## config.mk

```make
export PLATFORM = sky130hd
export DESIGN_NAME = ilir_cell
export DESIGN_NICKNAME = d
export VERILOG_FILES = /design/src/hw/rtl/ilir_pkg.sv /design/src/hw/rtl/ilir_cell.sv
export SDC_FILE = /design/constraint.sdc
export NUM_CORES = 1
export LEC_CHECK = 0
export ABC_AREA = 1
export BUFFER_PORTS_ARGS = -buffer_cell sky130_fd_sc_hd__buf_2
export CAP_MARGIN = 10
export CORE_ASPECT_RATIO = 0.6
export CORE_MARGIN = 4
export CORE_UTILIZATION = 40
export CTS_BUF_LIST = sky130_fd_sc_hd__clkbuf_8 sky130_fd_sc_hd__clkbuf_16
export DETAILED_ROUTE_END_ITERATION = 8
export HOLD_SLACK_MARGIN = 0.08
export MAX_ROUTING_LAYER = met4
export PLACE_DENSITY_LB_ADDON = 0.25
export SKIP_LAST_GASP = 1
export SYNTH_ARGS = -nofsm -noshare
export SYNTH_HDL_FRONTEND = slang
export SYNTH_SLANG_ARGS = --single-unit
```

## constraint.sdc

```tcl
create_clock -name clk -period 2.59 [get_ports clk]
set_input_delay 0.3885 -clock clk [delete_from_list [all_inputs] [get_ports clk]]
set_output_delay 0.3885 -clock clk [all_outputs]
set_load 0.05 [all_outputs]
```

## src/hw/rtl/ilir_pkg.sv

```systemverilog
// Package for the indexed list unit: request and status codes, sizing constants
// and the control bundle that the top level broadcasts to every cell.
// No dependencies.
`default_nettype none
package ilir_pkg;

    localparam int CAPACITY_DEFAULT = 64;
    localparam int CAPACITY_MAX = 1024;
    localparam int AT_W = $clog2(CAPACITY_MAX + 1);
    localparam int VALUE_W = 32;

    localparam logic [2:0] REQ_INSERT = 3'd0;
    localparam logic [2:0] REQ_APPEND = 3'd1;
    localparam logic [2:0] REQ_REMOVE = 3'd2;
    localparam logic [2:0] REQ_REMOVE_LAST = 3'd3;
    localparam logic [2:0] REQ_READ = 3'd4;

    localparam logic [1:0] ST_OK = 2'd0;
    localparam logic [1:0] ST_BOUNDS = 2'd1;
    localparam logic [1:0] ST_EMPTY = 2'd2;
    localparam logic [1:0] ST_FULL = 2'd3;

    typedef struct packed {
        logic            ins;
        logic            rem;
        logic            hit;
        logic [AT_W-1:0] at;
        logic [AT_W-1:0] hit_at;
    } cell_ctl_t;

endpackage
`default_nettype wire

```

## src/hw/rtl/ilir_cell.sv

```systemverilog
// One cell of the list row: holds one entry and takes its neighbor's value on a shift.
// Depends on ilir_pkg.
`default_nettype none
module ilir_cell #(
    parameter int IDX = 0
) (
    input  wire logic                                   clk,
    input  wire ilir_pkg::cell_ctl_t                    ctl,
    input  wire logic signed [ilir_pkg::VALUE_W-1:0]    value_in,
    input  wire logic signed [ilir_pkg::VALUE_W-1:0]    left,
    input  wire logic signed [ilir_pkg::VALUE_W-1:0]    right,
    output logic signed [ilir_pkg::VALUE_W-1:0]         value,
    output logic signed [ilir_pkg::VALUE_W-1:0]         hit_value
);

    localparam logic [ilir_pkg::AT_W-1:0] MY_IDX = ilir_pkg::AT_W'(IDX);

    logic signed [ilir_pkg::VALUE_W-1:0] value_reg;
    logic signed [ilir_pkg::VALUE_W-1:0] value_next;
    logic signed [ilir_pkg::VALUE_W-1:0] hit_reg;
    logic signed [ilir_pkg::VALUE_W-1:0] hit_next;

    always_comb
    begin
        value_next = value_reg;
        if (ctl.ins && (MY_IDX > ctl.at))
        begin
            value_next = left;
        end
        else if (ctl.ins && (MY_IDX == ctl.at))
        begin
            value_next = value_in;
        end
        else if (ctl.rem && (MY_IDX >= ctl.at))
        begin
            value_next = right;
        end
        hit_next = (ctl.hit && (MY_IDX == ctl.hit_at)) ? value_reg : '0;
    end

    always_ff @(posedge clk)
    begin
        value_reg <= value_next;
        hit_reg <= hit_next;
    end

    assign value = value_reg;
    assign hit_value = hit_reg;

endmodule
`default_nettype wire

```

-- Word level (Yosys, flattened, before mapping)
Cells that the tools add are included.
Widths: inputs -> output; s select.
- multiplexer cells: 3
- reduce and logical (&&, ||, !) cells: 7
- order comparisons: 2
- operator list (cell ; number):
    $mux 32 ; 3
    $logic_not 11->1 ; 2
    $ge 1x11->1 const A ; 1
    $gt 1x11->1 const A ; 1
    $logic_and 1x1->1 ; 4
    $reduce_bool 3->1 ; 1
- output and inout port bits: 64
- word-level logic and storage cells: 14
- flip-flop bits (word level): 64

-- Logic depth before layout (Yosys ltp)
Gate-level depths: netlist of run 1.
- depth after elaboration: 5
- depth in mapped cells: 7
- gate-level depth less buffers: 6

-- Worst setup path before layout of run 1
OpenSTA, ideal clock, no wires.
- path type: input to register
- start point: input ctl[17] (netlist bit)
- end point: register value_reg (netlist bit value[0]) (enable)
- path slack: 482 ps
- path buffers: 1
- stages on the path: 6
- arrival: 1718 ps
- data required time: 2201 ps
- cells stage by stage: nor2_1 > nand2_1 > nor2_4 > buf_2 > nand3_1 > nand2_1
- cells in the longest elaborated chain, start to end: 3
- elaborated cells between the ends (all ways): 7
- ends and longest elaborated chain (item ; RTL line ; RTL):
    start, declared ; ilir_cell.sv:8 ; input wire ilir_pkg::cell_ctl_t ctl,
    $gt 1x11->1 (tied with other cells) ; ilir_cell.sv:26 ; if (ctl.ins && (MY_IDX > ctl.at))
    $logic_and 1x1->1, on equally long branches ; ilir_cell.sv:26, ilir_cell.sv:30, ilir_cell.sv:34 ;
    $reduce_bool 3->1 (no source line) * ; -- ;
    end signal, assigned ; ilir_cell.sv:43 ; value_reg <= value_next;
    end, declared ; ilir_cell.sv:18 ; logic signed [ilir_pkg::VALUE_W-1:0] value_reg;
Every way passes the cells marked *; elsewhere a longest branch is shown, timed or not.
A chain may end at the register's enable or synchronous reset.

-- Worst setup path in the final report of run 1
- start point: register value_reg (netlist bit value[15])
- end point: output value[15] (netlist bit)
- RTL lines (item ; RTL line ; RTL):
    end, declared ; ilir_cell.sv:12 ; output logic signed [ilir_pkg::VALUE_W-1:0] value,
No word-level cell between the ends.

==> reports/results.tsv, run 1 <==
metric	value	unit
fillers	523	
synth_seq_cells	64	
die_y	69.2	um
yosys_warnings	0	
fmax	728	MHz
fin_crit	1370	ps
final_common_cell	buf_2	
slew_headroom	76.1	%
postCtsResizedCells	0	
die_area	7620	um^2
skew	5.54	ps
clk_path_buf_depth	2	
cp-startpoint	value[15]	
path_class	reg -> out	
synth_xor_xnor_area_share	0	%
grt_max_degree	33	
fin_crit_sh	53.0	%
antenna_cells	0	
insertion_delay	340	ps
synth_top_family_by_area	simple AND/OR/NAND/NOR gates	
die_w	110	um
vias	2281	
irDropWorstVdd	0.254	mV
crit_chain	buf_2	
r2r_setup_slack	1950	ps
fin_hold_ws	313	ps
tightestPinTransition	358	ps
power	1.93	mW
postCtsSetupRepairBufs	0	
postRouteAntennaNets	0	
hold_path.class	in -> reg	
hold_buffers	0	
cp.required	2200	ps
yosysSeqAreaShare	64.1	%
synth_mux_area_share	0	%
path_clk_slew	70	ps
synthAdderAreaFrac	0	%
crit_fanout	2	
via_per_inst	4.53	
setup_viol	0	
synth.avg_cell_area	9.54	um^2
layout-drive-gt1-share	42.1	%
slowest_delay	370	ps
regToRegStartpoint	value[17]	
pre_cts_slack	876	ps
wl_per_cell	13.6	um
gp_congestion	0.762	
hold_depth	3	
track_usage	18.7	%
cp_data_arrival_time	990	ps
placementRows	21	
synthCells	262	
status	finished, final reports clean	
p_leak	1.89	nW
numCtsBuffers	9	
drc_errors	0	
coreArea	5810	um^2
clockRootBuffer	clkbuf_8	
dp_hpwl	5040	um
grt_pass1_vias	2185	
end_kind	output pin	
hold_viol_final	0	
drv_cap	0	
hold_path_end	value[19]	
rsz0062_at_grt	no	
initial_core_util	43.1	%
maxSlewViolCount	0	
drt_iter0_markers	97	
cpMaxStageDelayCell	edfxtp_1	
final_cell_mix	153 x buf_2, 71 x nand2_1, 41 x nor2_1, 35 x inv_1	
antenna_found_initial	0	
p_per_area	551	nW/um^2
synth-compound-area-share	0	%
setup_ws	1220	ps
io_pins	186	
cts_tree	built	
r2r_cells	2	
tns	0	ps
mappedNetlistArea	2500	um^2
nets	540	
startpoint_type	flip-flop	
syn_nets	384	
grt-ovfl-total	0	
min_from	right[19]	
syn2layout_area_growth	40.1	%
cts_max_level	3	
clock-sinks	64	
yosys.area_share.simple	27.0	%
crit_family	flip-flops	
synth_cell_types	15	
grt_pass1_wl	10400	um
first_pass_iters	4	
cp_num_buf_inv	1	
wirelength	6820	um
portBuffers	153	
rr_endpoint	hit_value[17]	
## through the flow
step           util [%]  instances  area [um^2]
2_1_floorplan         -        262         2500
3_3_place_gp       57.3        487         3330
3_5_place_dp       57.3        487         3330
4_1_cts            60.3        503         3500
5_1_grt            60.3        503         3500
6_report           60.3        503         3500
## worst max-delay path by stage
stage	endpoint	slack, ps	depth (start not counted)
2_1_floorplan	value[0]	480	6
3_3_place_gp	value[11]	860	6
3_5_place_dp	value[23]	880	6
4_1_cts	value[20]	1200	1
5_1_grt	value[24]	1130	6
6_report	value[15]	1220	1
## Yosys cell counts
library cell  number  area share, %
dfxtp_1           32             26
nand3_4            1           0.70
inv_1             33            5.0
nor2_1            41            6.2
nor3_1             1           0.20
nor3_4             1           0.65
buf_4              3           0.90
nand4_1           32            8.0
clkbuf_1           6           0.90
buf_6              3            1.4
nand3_1            1           0.20
nand2_1           71             11
nor2_4             1           0.45
edfxtp_1          32             38
buf_2              4           0.80
## where the power goes
| part | internal [mW] | total, mW | switching [mW] |
|---|---|---|---|
| Combinational | 0.0623 | 0.118 | 0.0554 |
| Sequential | 1.06 | 1.06 | 0.000182 |
| Clock | 0.389 | 0.751 | 0.362 |
| Total | 1.51 | 1.93 | 0.418 |
## layout make-up
cell class	instances	area, um^2	area share (%)
repair buffers	161	826	23.6
clock inverters	5	25.0	0.714
multi-input cells	149	676	19.3
flip-flops and latches	64	1600	45.7
well taps	80	100	2.86
clock buffers	11	151	4.32
inverters	33	124	3.54
## routing by layer
layer,GRT usage (%),part of all wire (%)
met2,27.3,44
met4,7.88,1.5
met3,6.23,11
met5,-,0
met1,23.6,44
## kinds of logic after synthesis
group / Yosys count
simple gates: 149
flops: 64
buf+inv: 49
Note: power is estimated with default switching activity, not from simulation.
==> inputs of run 2 (changes only) <==
--- a/config.mk
+++ b/config.mk
@@ -10,7 +10,7 @@
 export CAP_MARGIN = 10
 export CORE_ASPECT_RATIO = 0.6
 export CORE_MARGIN = 4
-export CORE_UTILIZATION = 40
+export CORE_UTILIZATION = 36
 export CTS_BUF_LIST = sky130_fd_sc_hd__clkbuf_8 sky130_fd_sc_hd__clkbuf_16
 export DETAILED_ROUTE_END_ITERATION = 8
 export HOLD_SLACK_MARGIN = 0.08
==> constraint.sdc (replaced) <==
create_clock -name clk -period 1.2 [get_ports clk]
set_input_delay 0.18 -clock clk [delete_from_list [all_inputs] [get_ports clk]]
set_output_delay 0.18 -clock clk [all_outputs]
set_load 0.05 [all_outputs]
==> run 2 against run 1 <==
Effect of this change: worst setup slack worse by 1200 ps; critical path depth stayed put; non-clock buffer count rose by 1; core utilization down 4.9 points; critical path type unchanged; critical endpoint is now value[14]; largest power group is now the clock network.
==> reports/results.tsv, run 2 (same netlist as run 1, synthesis figures left out) <==
metric	value	unit	change
cts_max_level	3		unchanged
die_w	116	um	+5.0%
setup_viol	0		unchanged
gp_congestion	0.848		+11%
pre_cts_slack	-233	ps	-1110 ps
maxSlewViolCount	0		unchanged
tightestPinTransition	317	ps	-40.8 ps
startpoint_type	flip-flop		
cp_num_buf_inv	1		unchanged
antenna_cells	0		unchanged
fin_crit_sh	95.7	%	
cp.required	1020	ps	-1180 ps
met3_usage	6.00	%	-0.23 points
cp.depth	1		unchanged
drt_iter0_markers	113		+16%
final_common_cell	buf_2		
crit_fanout	2		unchanged
hold_depth	3		unchanged
drv_cap	0		unchanged
path_class	reg -> out		
io_pins	186		unchanged
cts_tree	built		
syn2layout_area_growth	48.7	%	
r2r_setup_slack	570	ps	-1380 ps
fin_hold_ws	126	ps	-186 ps
track_usage	16.9	%	-1.7 points
rr_endpoint	hit_value[13]		
layout-drive-gt1-share	43.6	%	+1.6 points
wl_per_cell	13.7	um	+0.98%
coreArea	6710	um^2	+15%
postCtsResizedCells	0		unchanged
cp_data_arrival_time	970	ps	-20 ps
slew_headroom	78.9	%	+2.7 points
grt_busiest_layer	met2		
r2r_cells	2		unchanged
skew	4.28	ps	-1.26 ps
antenna_found_initial	0		unchanged
cpMaxStageDelayCell	edfxtp_1		
end_kind	output pin		
fin_crit	1150	ps	
nets	541		+0.19%
clk_path_buf_depth	2		unchanged
hold_buffers	0		unchanged
met2_usage	24.4	%	-2.9 points
regToRegStartpoint	value[13]		
setup_ws	51.6	ps	-1160 ps
crit_path_end	value[14]		
fmax	871	MHz	
drc_errors	0		unchanged
postCtsSetupRepairBufs	0		unchanged
grt_pass1_vias	2190		+0.23%
rsz0062_at_grt	no		
p_per_area	1410	nW/um^2	+160%
cp-startpoint	value[14]		
die_area	8390	um^2	+10%
die_y	72.6	um	+4.8%
postRouteAntennaNets	0		unchanged
hold_path.class	in -> reg		
clockRootBuffer	clkbuf_16		
irDropWorstVdd	0.810	mV	+220%
crit_chain	buf_2		
wirelength	7000	um	+2.6%
path_clk_slew	50	ps	-20 ps
dp_hpwl	5220	um	+3.5%
grtUsageMet1	22.3	%	-1.3 points
initial_core_util	37.3	%	-5.8 points
p_leak	1.95	nW	+3.5%
placementRows	23		+9.5%
fillers	611		+17%
grt_max_degree	33		unchanged
portBuffers	153		unchanged
first_pass_iters	4		unchanged
slowest_delay	370	ps	about the same
vias	2282		+0.044%
clock-sinks	64		unchanged
status	finished, final reports clean		
hold_viol_final	0		unchanged
crit_family	flip-flops		
numCtsBuffers	9		unchanged
grt_pass1_wl	10400	um	+0.79%
insertion_delay	320	ps	-20 ps
grt-ovfl-total	0		unchanged
final_cell_mix	153 x buf_2, 69 x nand2_1, 38 x nor2_1, 34 x inv_1		
via_per_inst	4.47		-1.5%
## run 2: how the worst min path moves through the flow
| stage | startpoint | to | slack (ps) |
|---|---|---|---|
| 2_1_floorplan | right[0] | value[0] | 360 |
| 3_3_place_gp | right[11] | value[11] | 450 |
| 3_5_place_dp | right[7] | value[7] | 450 |
| 4_1_cts | right[15] | value[15] | 110 |
| 5_1_grt | right[15] | value[15] | 120 |
| 6_report | right[14] | value[14] | 130 |
## run 2: through the flow
step                      std cells  power (mW)  utilization (%)  TNS, ps  area, um^2
after CTS                       511        5.33             55.4        0        3720
after detailed placement        495        2.61             50.8   -13390        3400
after global routing            511        5.45             55.4        0        3720
final                           511        5.25             55.4        0        3720
after floorplan                 262        2.43                -    -2780        2560
after global placement          495        2.61             50.8   -12090        3400
## run 2: report_power, final
group,total (mW),internal (mW),switching (mW)
clock,2.68,1.80,0.888
sequential,2.29,2.29,0.000403
combinational,0.273,0.140,0.133
total,5.25,4.23,1.02
## run 2: cell type report
| type | instances | area, um^2 | area share [%] |
|---|---|---|---|
| Clock buffer | 9 | 225 | 6.06 |
| Clock inverter | 7 | 87.6 | 2.36 |
| Inverter | 33 | 124 | 3.33 |
| Multi-Input combinational cell | 149 | 724 | 19.5 |
| Sequential cell | 64 | 1600 | 43.1 |
| Tap cell | 87 | 109 | 2.93 |
| Timing Repair Buffer | 162 | 846 | 22.8 |
## run 2: routing by layer
layer | wire (um) | vias up
met5 | 0 | -
met4 | 34 | 0
met3 | 702 | 2
met2 | 2990 | 123
met1 | 3270 | 1000
li1 | - | 1157
